==> config.mk <==
export PLATFORM = sky130hd
export DESIGN_NAME = minmax_distance
export DESIGN_NICKNAME = d
export VERILOG_FILES = /design/src/mmd_pkg.sv /design/src/mmd_accum.sv /design/src/mmd_divider.sv /design/src/minmax_distance.sv
export SDC_FILE = /design/constraint.sdc
export NUM_CORES = 1
export LEC_CHECK = 0
export BUFFER_PORTS_ARGS = -buffer_cell sky130_fd_sc_hd__buf_2
export CAP_MARGIN = 10
export CORE_MARGIN = 2
export CORE_UTILIZATION = 60
export CTS_BUF_LIST = sky130_fd_sc_hd__clkbuf_2 sky130_fd_sc_hd__clkbuf_4 sky130_fd_sc_hd__clkbuf_8
export CTS_CLUSTER_DIAMETER = 50
export CTS_CLUSTER_SIZE = 10
export DETAILED_ROUTE_END_ITERATION = 6
export PLACE_DENSITY = 0.79
export SLEW_MARGIN = 20
export SYNTH_ARGS = -nofsm -noshare
export SYNTH_HDL_FRONTEND = slang
export SYNTH_SLANG_ARGS = --single-unit
==> constraint.sdc <==
create_clock -name clock -period 10 [get_ports clock]
set_clock_uncertainty 0.05 [all_clocks]
set_input_delay 2 -clock clock [delete_from_list [all_inputs] [get_ports clock]]
set_output_delay 2 -clock clock [all_outputs]
set_load 0.005 [all_outputs]
==> src/mmd_pkg.sv <==
// ----------------------------------------------------------------------------
// mmd_pkg: shared types and constants for the min-max distance block
// Field widths, fixed-point constants and the control/status structs that
// pass between the accumulator, the divider and the top level.
// ----------------------------------------------------------------------------
package mmd_pkg;

   // Field widths
   localparam int VALUE_W = 16;            // signed Q8.8 element
   localparam int MAG_W   = VALUE_W + 1;   // magnitude up to 32768
   localparam int SUM_W   = 32;            // Q24.8 magnitude sums
   localparam int DIST_W  = 17;            // unsigned Q1.16, up to 1.0

   // Fixed-point constants
   localparam int FRAC_W = 16;                       // quotient fraction bits
   localparam logic [DIST_W-1:0] ONE_Q16 = DIST_W'(1) << FRAC_W;
   localparam logic [SUM_W-1:0] SUM_FULL_SCALE = '1;

   // Divider sequencing: one quotient bit per cycle
   localparam int DIV_STEPS = FRAC_W + 1;
   localparam int CNT_W     = $clog2(DIV_STEPS + 1);

   // Accumulator control
   typedef struct packed {
      logic add;     // fold the current pair into the sums
      logic clear;   // zero both sums
   } mmd_acc_ctrl_type;

   // Divider status
   typedef struct packed {
      logic              busy;
      logic              done;       // one-cycle pulse, quotient valid
      logic              den_zero;   // divisor was zero
      logic [DIST_W-1:0] quotient;   // floor(num * 2^16 / den)
   } mmd_div_status_type;

endpackage

==> src/mmd_accum.sv <==
// ----------------------------------------------------------------------------
// mmd_accum: numerator / denominator accumulator
// Folds one signed element pair per cycle into two saturating magnitude sums.
// Same-sign pairs add min to the numerator and max to the denominator; any
// other pair adds both magnitudes to the denominator.
// ----------------------------------------------------------------------------
module mmd_accum
   import mmd_pkg::*;
(
   input  logic                      clock,
   input  logic                      reset,
   input  mmd_acc_ctrl_type          ctrl,
   input  logic signed [VALUE_W-1:0] first_value,
   input  logic signed [VALUE_W-1:0] second_value,
   output logic [SUM_W-1:0]          numerator_sum,
   output logic [SUM_W-1:0]          denominator_sum
);

   logic [SUM_W-1:0] num_ff, num_in;
   logic [SUM_W-1:0] den_ff, den_in;

   logic [MAG_W-1:0] mag_a, mag_b, mag_lo, mag_hi;
   logic             a_pos, a_neg, b_pos, b_neg, same_sign;
   logic [MAG_W:0]   den_add;
   logic [MAG_W-1:0] num_add;
   logic [SUM_W:0]   num_sum, den_sum;

   // Magnitudes and sign classes
   always_comb begin
      mag_a = first_value[VALUE_W-1]
            ? MAG_W'(-{first_value[VALUE_W-1], first_value})
            : MAG_W'({1'b0, first_value});
      mag_b = second_value[VALUE_W-1]
            ? MAG_W'(-{second_value[VALUE_W-1], second_value})
            : MAG_W'({1'b0, second_value});
      a_neg = first_value[VALUE_W-1];
      b_neg = second_value[VALUE_W-1];
      a_pos = !a_neg && (first_value != '0);
      b_pos = !b_neg && (second_value != '0);
      same_sign = (a_pos && b_pos) || (a_neg && b_neg);
      mag_lo = (mag_a < mag_b) ? mag_a : mag_b;
      mag_hi = (mag_a < mag_b) ? mag_b : mag_a;
   end

   // Saturating adds; two saturating adds in a row equal one of their sum
   always_comb begin
      num_add = same_sign ? mag_lo : '0;
      den_add = same_sign ? {1'b0, mag_hi} : ({1'b0, mag_a} + {1'b0, mag_b});
      num_sum = {1'b0, num_ff} + (SUM_W + 1)'(num_add);
      den_sum = {1'b0, den_ff} + (SUM_W + 1)'(den_add);

      num_in = num_ff;
      den_in = den_ff;
      if (ctrl.clear) begin
         num_in = '0;
         den_in = '0;
      end else if (ctrl.add) begin
         num_in = num_sum[SUM_W] ? SUM_FULL_SCALE : num_sum[SUM_W-1:0];
         den_in = den_sum[SUM_W] ? SUM_FULL_SCALE : den_sum[SUM_W-1:0];
      end
   end

   always_ff @(posedge clock) begin
      if (reset) begin
         num_ff <= '0;
         den_ff <= '0;
      end else begin
         num_ff <= num_in;
         den_ff <= den_in;
      end
   end

   assign numerator_sum   = num_ff;
   assign denominator_sum = den_ff;

`ifndef SYNTHESIS
   // Each pair adds no more to the numerator than to the denominator
   a_num_le_den: assert property (@(posedge clock) disable iff (reset)
      num_ff <= den_ff)
      else $error("numerator sum exceeds denominator sum");

   // A clear empties both sums on the next cycle
   a_clear_zero: assert property (@(posedge clock) disable iff (reset)
      ctrl.clear |=> (num_ff == '0) && (den_ff == '0))
      else $error("sums not cleared");
`endif

endmodule

==> src/mmd_divider.sv <==
// ----------------------------------------------------------------------------
// mmd_divider: restoring divider, one quotient bit per cycle
// Forms floor(num * 2^16 / den) for num <= den with one shared 33-bit
// subtract-compare.
// ----------------------------------------------------------------------------
module mmd_divider
   import mmd_pkg::*;
(
   input  logic               clock,
   input  logic               reset,
   input  logic               start,
   input  logic [SUM_W-1:0]   numerator,
   input  logic [SUM_W-1:0]   denominator,
   output mmd_div_status_type status
);

   logic [SUM_W-1:0]  rem_ff, rem_in;
   logic [SUM_W-1:0]  den_ff, den_in;
   logic [FRAC_W:0]   bits_ff, bits_in;     // dividend bits still to shift in
   logic [DIST_W-1:0] quot_ff, quot_in;
   logic [CNT_W-1:0]  count_ff, count_in;
   logic              busy_ff, busy_in;
   logic              done_ff, done_in;
   logic              zero_ff, zero_in;

   logic [SUM_W:0]    shifted, diff;
   logic              fits;

   // Shared subtract-compare
   always_comb begin
      shifted = {rem_ff, bits_ff[FRAC_W]};
      diff    = shifted - {1'b0, den_ff};
      fits    = shifted >= {1'b0, den_ff};
   end

   // Step sequencing
   always_comb begin
      rem_in   = rem_ff;
      den_in   = den_ff;
      bits_in  = bits_ff;
      quot_in  = quot_ff;
      count_in = count_ff;
      busy_in  = busy_ff;
      done_in  = 1'b0;
      zero_in  = zero_ff;
      if (start) begin
         // top dividend bits num[31:1] are below den, so their quotient is zero
         rem_in   = numerator >> 1;
         bits_in  = {numerator[0], {FRAC_W{1'b0}}};
         den_in   = denominator;
         quot_in  = '0;
         count_in = CNT_W'(DIV_STEPS);
         busy_in  = 1'b1;
         zero_in  = (denominator == '0);
      end else if (busy_ff) begin
         rem_in   = fits ? diff[SUM_W-1:0] : shifted[SUM_W-1:0];
         bits_in  = {bits_ff[FRAC_W-1:0], 1'b0};
         quot_in  = {quot_ff[DIST_W-2:0], fits};
         count_in = count_ff - CNT_W'(1);
         if (count_ff == CNT_W'(1)) begin
            busy_in = 1'b0;
            done_in = 1'b1;
         end
      end
   end

   always_ff @(posedge clock) begin
      if (reset) begin
         count_ff <= '0;
         busy_ff  <= 1'b0;
         done_ff  <= 1'b0;
      end else begin
         count_ff <= count_in;
         busy_ff  <= busy_in;
         done_ff  <= done_in;
      end
      rem_ff  <= rem_in;
      den_ff  <= den_in;
      bits_ff <= bits_in;
      quot_ff <= quot_in;
      zero_ff <= zero_in;
   end

   assign status.busy     = busy_ff;
   assign status.done     = done_ff;
   assign status.den_zero = zero_ff;
   assign status.quotient = quot_ff;

`ifndef SYNTHESIS
   // Quotient never exceeds 1.0 for a nonzero divisor
   a_quot_range: assert property (@(posedge clock) disable iff (reset)
      (done_ff && !zero_ff) |-> (quot_ff <= ONE_Q16))
      else $error("quotient above 1.0");

   // Done follows the last busy step
   a_done_after_busy: assert property (@(posedge clock) disable iff (reset)
      done_ff |-> $past(busy_ff) && !busy_ff)
      else $error("done without a finishing step");
`endif

endmodule

==> src/minmax_distance.sv <==
// Sequence: a pair without last_pair is only folded into the sums; the last
// pair gives its result through the load (ST_START), 17 divider steps, the
// done pulse and the output load (ST_OUT), plus any wait on rsp_ready.
// Throughput: one pair per cycle inside a vector; the 17-step bit-serial
// divider holds off req_ready until the result is loaded, plus any rsp wait.
// Reset: synchronous, active high; clears sums and sets the threshold to 1.0.
// ----------------------------------------------------------------------------
// minmax_distance: signed min-max (weighted Jaccard) distance
// Accumulates element pairs, then divides once per vector and flags whether
// the distance is within the programmed threshold.
// ----------------------------------------------------------------------------
module minmax_distance
   import mmd_pkg::*;
(
   input  logic                      clock,
   input  logic                      reset,
   // configuration write
   input  logic                      csr_valid,
   output logic                      csr_ready,
   input  logic [DIST_W-1:0]         csr_distance_threshold,
   // element pairs
   input  logic                      req_valid,
   output logic                      req_ready,
   input  logic signed [VALUE_W-1:0] req_first_value,
   input  logic signed [VALUE_W-1:0] req_second_value,
   input  logic                      req_last_pair,
   // results
   output logic                      rsp_valid,
   input  logic                      rsp_ready,
   output logic [DIST_W-1:0]         rsp_distance,
   output logic                      rsp_within_threshold
);

   typedef enum logic [1:0] {
      ST_ACCUM,   // taking pairs
      ST_START,   // launch divider, clear sums
      ST_DIV,     // divider running
      ST_OUT      // load the result register
   } state_type;

   state_type          state_ff, state_in;
   logic               rsp_valid_ff, rsp_valid_in;
   logic [DIST_W-1:0]  dist_ff, dist_in;
   logic               within_ff, within_in;
   logic [DIST_W-1:0]  thresh_ff;

   mmd_acc_ctrl_type   acc_ctrl;
   mmd_div_status_type div_status;
   logic [SUM_W-1:0]   numerator_sum, denominator_sum;
   logic               req_xfer, div_start;
   logic [DIST_W-1:0]  quot_clamped, dist_calc;

   assign req_ready = (state_ff == ST_ACCUM);
   assign req_xfer  = req_valid && req_ready;
   assign div_start = (state_ff == ST_START);

   assign acc_ctrl.add   = req_xfer;
   assign acc_ctrl.clear = div_start;

   mmd_accum u_accum (
      .clock           (clock),
      .reset           (reset),
      .ctrl            (acc_ctrl),
      .first_value     (req_first_value),
      .second_value    (req_second_value),
      .numerator_sum   (numerator_sum),
      .denominator_sum (denominator_sum)
   );

   mmd_divider u_divider (
      .clock       (clock),
      .reset       (reset),
      .start       (div_start),
      .numerator   (numerator_sum),
      .denominator (denominator_sum),
      .status      (div_status)
   );

   // Threshold register; writes are always taken
   assign csr_ready = 1'b1;

   always_ff @(posedge clock) begin
      if (reset) begin
         thresh_ff <= ONE_Q16;
      end else if (csr_valid) begin
         thresh_ff <= csr_distance_threshold;
      end
   end

   // Distance from the held quotient
   always_comb begin
      quot_clamped = (div_status.quotient > ONE_Q16) ? ONE_Q16 : div_status.quotient;
      dist_calc    = div_status.den_zero ? ONE_Q16 : (ONE_Q16 - quot_clamped);
   end

   // Sequencer and result register
   always_comb begin
      state_in     = state_ff;
      rsp_valid_in = rsp_valid_ff;
      dist_in      = dist_ff;
      within_in    = within_ff;
      if (rsp_valid_ff && rsp_ready) begin
         rsp_valid_in = 1'b0;
      end
      unique case (state_ff)
         ST_ACCUM: begin
            if (req_xfer && req_last_pair) begin
               state_in = ST_START;
            end
         end
         ST_START: begin
            state_in = ST_DIV;
         end
         ST_DIV: begin
            if (div_status.done) begin
               state_in = ST_OUT;
            end
         end
         ST_OUT: begin
            if (!rsp_valid_ff || rsp_ready) begin
               rsp_valid_in = 1'b1;
               dist_in      = dist_calc;
               within_in    = (dist_calc <= thresh_ff);
               state_in     = ST_ACCUM;
            end
         end
         default: begin
            state_in = ST_ACCUM;
         end
      endcase
   end

   always_ff @(posedge clock) begin
      if (reset) begin
         state_ff     <= ST_ACCUM;
         rsp_valid_ff <= 1'b0;
      end else begin
         state_ff     <= state_in;
         rsp_valid_ff <= rsp_valid_in;
      end
      dist_ff   <= dist_in;
      within_ff <= within_in;
   end

   assign rsp_valid            = rsp_valid_ff;
   assign rsp_distance         = dist_ff;
   assign rsp_within_threshold = within_ff;

`ifndef SYNTHESIS
   // A new result is loaded only from the output state
   a_rsp_from_out: assert property (@(posedge clock) disable iff (reset)
      $rose(rsp_valid_ff) |-> $past(state_ff == ST_OUT))
      else $error("result loaded outside output state");

   // Divider is idle whenever pairs are taken
   a_idle_accum: assert property (@(posedge clock) disable iff (reset)
      (state_ff == ST_ACCUM) |-> !div_status.busy)
      else $error("divider busy while accumulating");
`endif

endmodule
# ---- Word-level counts from Yosys, hierarchy flattened
# Cells that the tools add are included.
dict set report word_totals {
  out_inout_bits 21
  inputBits 55
  elab_cells 86
  register_bits 192
}
dict set report classes {
  reduce_logical 21
  order_cmp 4
  n_eq_ne 7
  addsub 8
  n_mux 28
  n_bitwise 1
}
# operator n
set op_table {}
lappend op_table {{$mux W17} 9}
lappend op_table {{$mux W32} 3}
lappend op_table {{$mux W31} 2}
lappend op_table {{$neg A17 Y17} 2}
lappend op_table {{$add A32 B17 Y33} 1}
lappend op_table {{$add A32 B18 Y33} 1}
lappend op_table {{$ge A33 B32 Y1} 1}
lappend op_table {{$logic_not A32 Y1} 1}
lappend op_table {{$reduce_bool A16 Y1} 2}
lappend op_table {{$sub A32 B32 Y32} 1}
lappend op_table {{$add A17 B17 Y18} 1}
lappend op_table {{$mux W18} 1}
lappend op_table {{$gt A17 B17 Y1 const B} 1}
lappend op_table {{$le A17 B17 Y1} 1}
lappend op_table {{$lt A17 B17 Y1} 1}
lappend op_table {{$sub A17 B17 Y17 const A} 1}
lappend op_table {{$mux W5} 2}
lappend op_table {{$pmux W2 S4} 1}
lappend op_table {{$logic_and A1 B1 Y1} 7}
lappend op_table {{$mux W1} 7}
lappend op_table {{$mux W2} 3}
lappend op_table {{$eq A5 B1 Y1 const B} 1}
lappend op_table {{$sub A5 B1 Y5 const B} 1}
lappend op_table {{$eq A2 B2 Y1 const B} 2}
lappend op_table {{12 further kinds} 16}

# ---- Longest topological paths before layout
dict set report depth {
  ltp_word 7
  mapped_depth 30
}

# ---- Cells and area by module
# From an unflattened synthesis, not the netlist that was laid out.
dict set report hier_totals {
  cells_unflattened 1665
  area_unflattened_um2 14428.8
}
# mod n_inst cells_each area_each_um2
set modules_own_cells {}
lappend modules_own_cells {mmd_accum 1 852 6521.3}
lappend modules_own_cells {mmd_divider 1 565 5611.6}
lappend modules_own_cells {minmax_distance 1 248 2296.0}

# ---- Least setup slack after synthesis
# OpenSTA, ideal clock, no wires.
dict set report synth_path {
  path_kind {input-to-reg}
  from {in req_first_value[0]}
  to {reg u_accum.num_ff[10] (netlist: u_accum.numerator_sum[10])}
  setup_time_ps 132
  arrival_ps 7492
  t_required_ps 9818
  path_slack_ps 2325
  path_stages 29
  path_cell_list {inv_1 nand2_1 or4_1 or2_2 o21ai_0 xnor2_1 ha_1 inv_1 a21oi_1 o21ai_0 o221ai_1 a21oi_1 o41ai_1 a21oi_1 clkbuf_1 nand2_1 a21oi_1 ha_1 fa_1 a21oi_1 nor2_1 o31ai_1 a21oi_1 o21ba_2 o221ai_1 nand2_1 a21oi_1 clkbuf_1 a21oi_1}
}
dict set report synth_between {
  elab_chain_len 7
}
# item line_no
set synth_rtl {}
lappend synth_rtl {{start, declared} minmax_distance.sv:24} ;# input logic signed [VALUE_W-1:0] req_first_value,
lappend synth_rtl {{$neg A17 Y17 or $reduce_bool A16 Y1 (tied branches)} {mmd_accum.sv:31, mmd_accum.sv:38}}
lappend synth_rtl {{$mux W17 or $logic_and A1 B1 Y1 (tied branches)} {mmd_accum.sv:31, mmd_accum.sv:38}}
lappend synth_rtl {{$lt A17 B17 Y1 or $logic_and A1 B1 Y1 (tied branches)} {mmd_accum.sv:41, mmd_accum.sv:40}}
lappend synth_rtl {{$mux W17 or $logic_or A1 B1 Y1 (tied branches)} {mmd_accum.sv:41, mmd_accum.sv:40}}
lappend synth_rtl {{$mux W17 (*)} mmd_accum.sv:47} ;# num_add = same_sign ? mag_lo : '0;
lappend synth_rtl {{$add A32 B17 Y33 (*)} mmd_accum.sv:49} ;# num_sum = {1'b0, num_ff} + (SUM_W + 1)'(num_add);
lappend synth_rtl {{$mux W32 (*)} mmd_accum.sv:58} ;# num_in = num_sum[SUM_W] ? SUM_FULL_SCALE : num_sum[SUM_W-1:0];
lappend synth_rtl {{end signal, assigned} mmd_accum.sv:68} ;# num_ff <= num_in;
lappend synth_rtl {{end, declared} mmd_accum.sv:19} ;# logic [SUM_W-1:0] num_ff, num_in;
# Every way passes the cells marked *; elsewhere a longest branch is shown, timed or not.
# A chain may end at the register's enable or synchronous reset.

# ---- Worst setup path in the final report
dict set report layout_path {
  from {in req_second_value[4]}
  to {reg u_accum.den_ff[25] (netlist: u_accum.denominator_sum[25])}
}
dict set report layout_between {
  elab_chain_len 7
}
# item line_no
set layout_rtl {}
lappend layout_rtl {{start, declared} minmax_distance.sv:25} ;# input logic signed [VALUE_W-1:0] req_second_value,
lappend layout_rtl {{$neg A17 Y17 or $reduce_bool A16 Y1 (tied branches)} {mmd_accum.sv:34, mmd_accum.sv:39}}
lappend layout_rtl {{$mux W17 or $logic_and A1 B1 Y1 (tied branches)} {mmd_accum.sv:34, mmd_accum.sv:39}}
lappend layout_rtl {{$lt A17 B17 Y1 or $logic_and A1 B1 Y1 (tied branches)} {mmd_accum.sv:42, mmd_accum.sv:40}}
lappend layout_rtl {{$mux W17 or $logic_or A1 B1 Y1 (tied branches)} {mmd_accum.sv:42, mmd_accum.sv:40}}
lappend layout_rtl {{$mux W18 (*)} mmd_accum.sv:48} ;# den_add = same_sign ? {1'b0, mag_hi} : ({1'b0, mag_a} + {1'b0, mag_b});
lappend layout_rtl {{$add A32 B18 Y33 (*)} mmd_accum.sv:50} ;# den_sum = {1'b0, den_ff} + (SUM_W + 1)'(den_add);
lappend layout_rtl {{$mux W32 (*)} mmd_accum.sv:59} ;# den_in = den_sum[SUM_W] ? SUM_FULL_SCALE : den_sum[SUM_W-1:0];
lappend layout_rtl {{end signal, assigned} mmd_accum.sv:69} ;# den_ff <= den_in;
lappend layout_rtl {{end, declared} mmd_accum.sv:20} ;# logic [SUM_W-1:0] den_ff, den_in;
# Marked as above.

==> run_results.csv <==
group,metric,value,unit
routing,avgViaCountPerCell,6.124,
synthesis,yosys.area.top_type,"edfxtp_1",
cts,tritoncts,"yes",
pwr,ir_drop,0.1464,mV
routing,wl_per_cell,17.06,µm
timing,grt_setup_unrepaired,"no",
critical_path,critPathLaunchType,"input port",
floorplanning,die_area,24440,µm²
cts,path_clk_slew,0.13,ns
layout,drive_gt1_share,9.194,%
synthesis,async_flop_share,0,%
floorplanning,die_y,156.3,µm
synthesis,syn_area_per_cell,8.590,µm²
cts,clkSinkCount,192,
synthesis,netlist.area_leader.share,17.90,%
layout,area.sequential,4674,µm²
pwr,power_frac_clock,12.2,%
pwr,p_int,2.406,mW
global_routing,grt_pass1_vias,11250,
cts,clockBufferDepth,2,
timing,whs,0.4574,ns
placed_design,gp_congestion,0.9379,
timing,finalCriticalPeriod,8.584,ns
routing,drc,0,
routing,ant_nets,0,
timing,layout_setup_ws,1.416,ns
pwr,swShare,45.46,%
worst_hold_path,holdCritStartpoint,"thresh_ff[8]",
synthesis,yosysUniqueCellTypes,76,
cts,cts_resized,0,
global_routing,overflow,0,
layout,nNetsFinal,1849,
timing,fmax,0.1165,GHz
global_routing,met3_usage,5.096,%
global_routing,grt_util_met1,35.18,%
pwr,leakagePower,6.313,nW
pwr,seq_power_share,29.4,%
layout,multi_input_area,8628,µm²
routing,drt_iter0_drc,1102,
synthesis,yosys-top-cells-area,"edfxtp_1 (18%), dfxtp_1 (16%), ha_1 (12%)",
cts,cts-buffers-inserted,17,
critical_path,critPathTopFamily,"compound AO/OA/AOI/OAI gates",
timing,finalHoldViolations,0,
routing,drt-pass1-iter-count,6,
critical_path,worstPathArrival,8.97,ns
pwr,share_comb_of_total_power,58.4,%
critical_path,cp_slowest_cell,"a21o_1",
floorplanning,die_x,156.3,µm
cts,cts_root_buf,"clkbuf_8",
synthesis,synth_top_flop_cell,"dfxtp_1",
timing,fin_tns_setup,0,ns
placed_design,dpl.hpwl,25480,µm
cts,ctsHoldBuffers,0,
layout,fill_cells,1918,
critical_path,crit_start,"req_second_value[4]",
pwr,p_switching,2.006,mW
synthesis,synthCells,1621,
run,cap_violations,0,
synthesis,ys_seq_elements,192,
synthesis,synth_commonest_cells,"nor2_1 (144), a21oi_1 (135), nand2_1 (131)",
floorplanning,core_area,22710,µm²
critical_path,reg2reg_from,"u_divider.quot_ff[0]",
critical_path,cp_max_fo,31,
critical_path,crit_type,"input port to register",
timing,relSlewSlack,35.28,%
global_routing,grt_busiest_layer,"met2",
timing,maxSlewViolCount,0,
layout,finalNonFillerCells,1960,
floorplanning,rows,55,
cts,cts_setup_buffers,0,
critical_path,crit_top_cell,"o21ai_0",
routing,routed_wl,33440,µm
layout,antenna_cells,0,
critical_path,crit_required,10.38,ns
critical_path,critical_path_buf_inv_count,3,
cts,worstSkewPairLatency,0.50,ns
cts,htree_num_levels,4,
worst_hold_path,min_path_type,"register to register",
placed_design,dp.cells,1928,
critical_path,critPathMaxStageDelay,0.73,ns
floorplanning,io_pins,76,
routing,vias,12000,
global_routing,grt_use_total,27.38,%
run_status,status,"completed",
timing,tightest_slew,0.9708,ns
synthesis,yosys_warnings,0,
synthesis,ys_seq_area_share,33.57,%
global_routing,antenna_found_initial,1,
floorplanning,initial_core_util,61.32,%
global_routing,grt_use_met2,46.49,%
global_routing,grt_max_degree,103,
placed_design,pre_cts_ws,1.037,ns
placed_design,port_buffers,74,
layout,syn_to_final_growth,7.296,%
pwr,power.density,295.3,nW/µm²
global_routing,grt_pass1_wl,54450,µm
timing,period_share,85.84,%
timing,finalSetupViolCount,0,
synthesis,synth-edff-count,83,
critical_path,crit_path_end_kind,"register",
synthesis,synth_area,13920,µm²
synthesis,synth_most_common_cell,"nor2_1",
[layout by cell type, fill, tap and decap left out, drive strengths merged, types with 39 or more instances in the layout]
cell,n
a21o,39
a21oi,136
buf,85
dfxtp,109
edfxtp,83
ha,128
inv,116
mux2i,41
nand2,131
nor2,144
nor3,43
o21ai,121
xnor2,68
xor2,54
[stage by stage]
| stage | total power [mW] | util (%) | cell area, µm² |
|---|---|---|---|
| after floorplan | 3.274 | - | 13940 |
| after global placement | 3.758 | 63.90 | 14510 |
| after detailed placement | 3.841 | 63.90 | 14510 |
| after CTS | 4.387 | 65.79 | 14940 |
| after global routing | 4.751 | 65.79 | 14940 |
| final | 4.411 | 65.79 | 14940 |
[cell families after synthesis]
| family | share of synthesized area, % |
|---|---|
| AND/OR/NAND/NOR | 17.96 |
| other | 0.05393 |
| AO/OA/AOI/OAI | 20.74 |
| adder cells (fa/ha/maj) | 12.08 |
| XOR/XNOR | 7.674 |
| multiplexers | 3.190 |
| flip-flops | 33.57 |
| buffers and inverters | 4.735 |
[registers in the layout (all words and copies together), names as in the netlist]
name	flops
rsp_distance	17
rsp_valid	1
rsp_within_threshold	1
state_ff	2
thresh_ff	17
u_accum.denominator_sum	32
u_accum.numerator_sum	32
u_divider.bits_ff	1
u_divider.busy_ff	1
u_divider.count_ff	5
u_divider.den_ff	32
u_divider.done_ff	1
u_divider.quot_ff	17
u_divider.rem_ff	32
u_divider.zero_ff	1
[final cells by class]
class                           instances  share of cell area, %
Sequential cell                       192                  31.29
Inverter                              106                  2.663
Clock inverter                         15                  1.315
Timing Repair Buffer                   85                  3.032
Clock buffer                           17                  1.566
Multi-Input combinational cell       1260                  57.75
Tap cell                              285                  2.387
[routing by layer]
metal	vias to the layer above	wire length [µm]
li1	5919	-
met1	5661	14410
met2	361	16290
met3	63	1873
met4	0	864
met5	-	0
[worst min-delay path, cell delays in order (launching register included)]
cell and delay (ns):
dfxtp_1 0.34, mux2i_1 0.07, nor2_1 0.07
[power by group through the flow]
stage / clock (mW) / sequential [mW] / combinational [mW]
floorplan: 0 / 1.24 / 2.03
global placement: 0 / 1.30 / 2.46
detailed placement: 0 / 1.31 / 2.53
CTS: 0.544 / 1.29 / 2.55
global route: 0.573 / 1.32 / 2.86
finish: 0.540 / 1.30 / 2.58
[worst paths after layout]
| kind | depth (start not counted) | slack [ns] | end |
|---|---|---|---|
| min reg2reg | 2 | 0.46 | thresh_ff[8] |
| max | 26 | 1.42 | u_accum.denominator_sum[25] |
| min | 2 | 0.46 | thresh_ff[8] |
| max reg2reg | 20 | 5.00 | rsp_within_threshold |
Note: power is estimated with default switching activity, not from simulation.
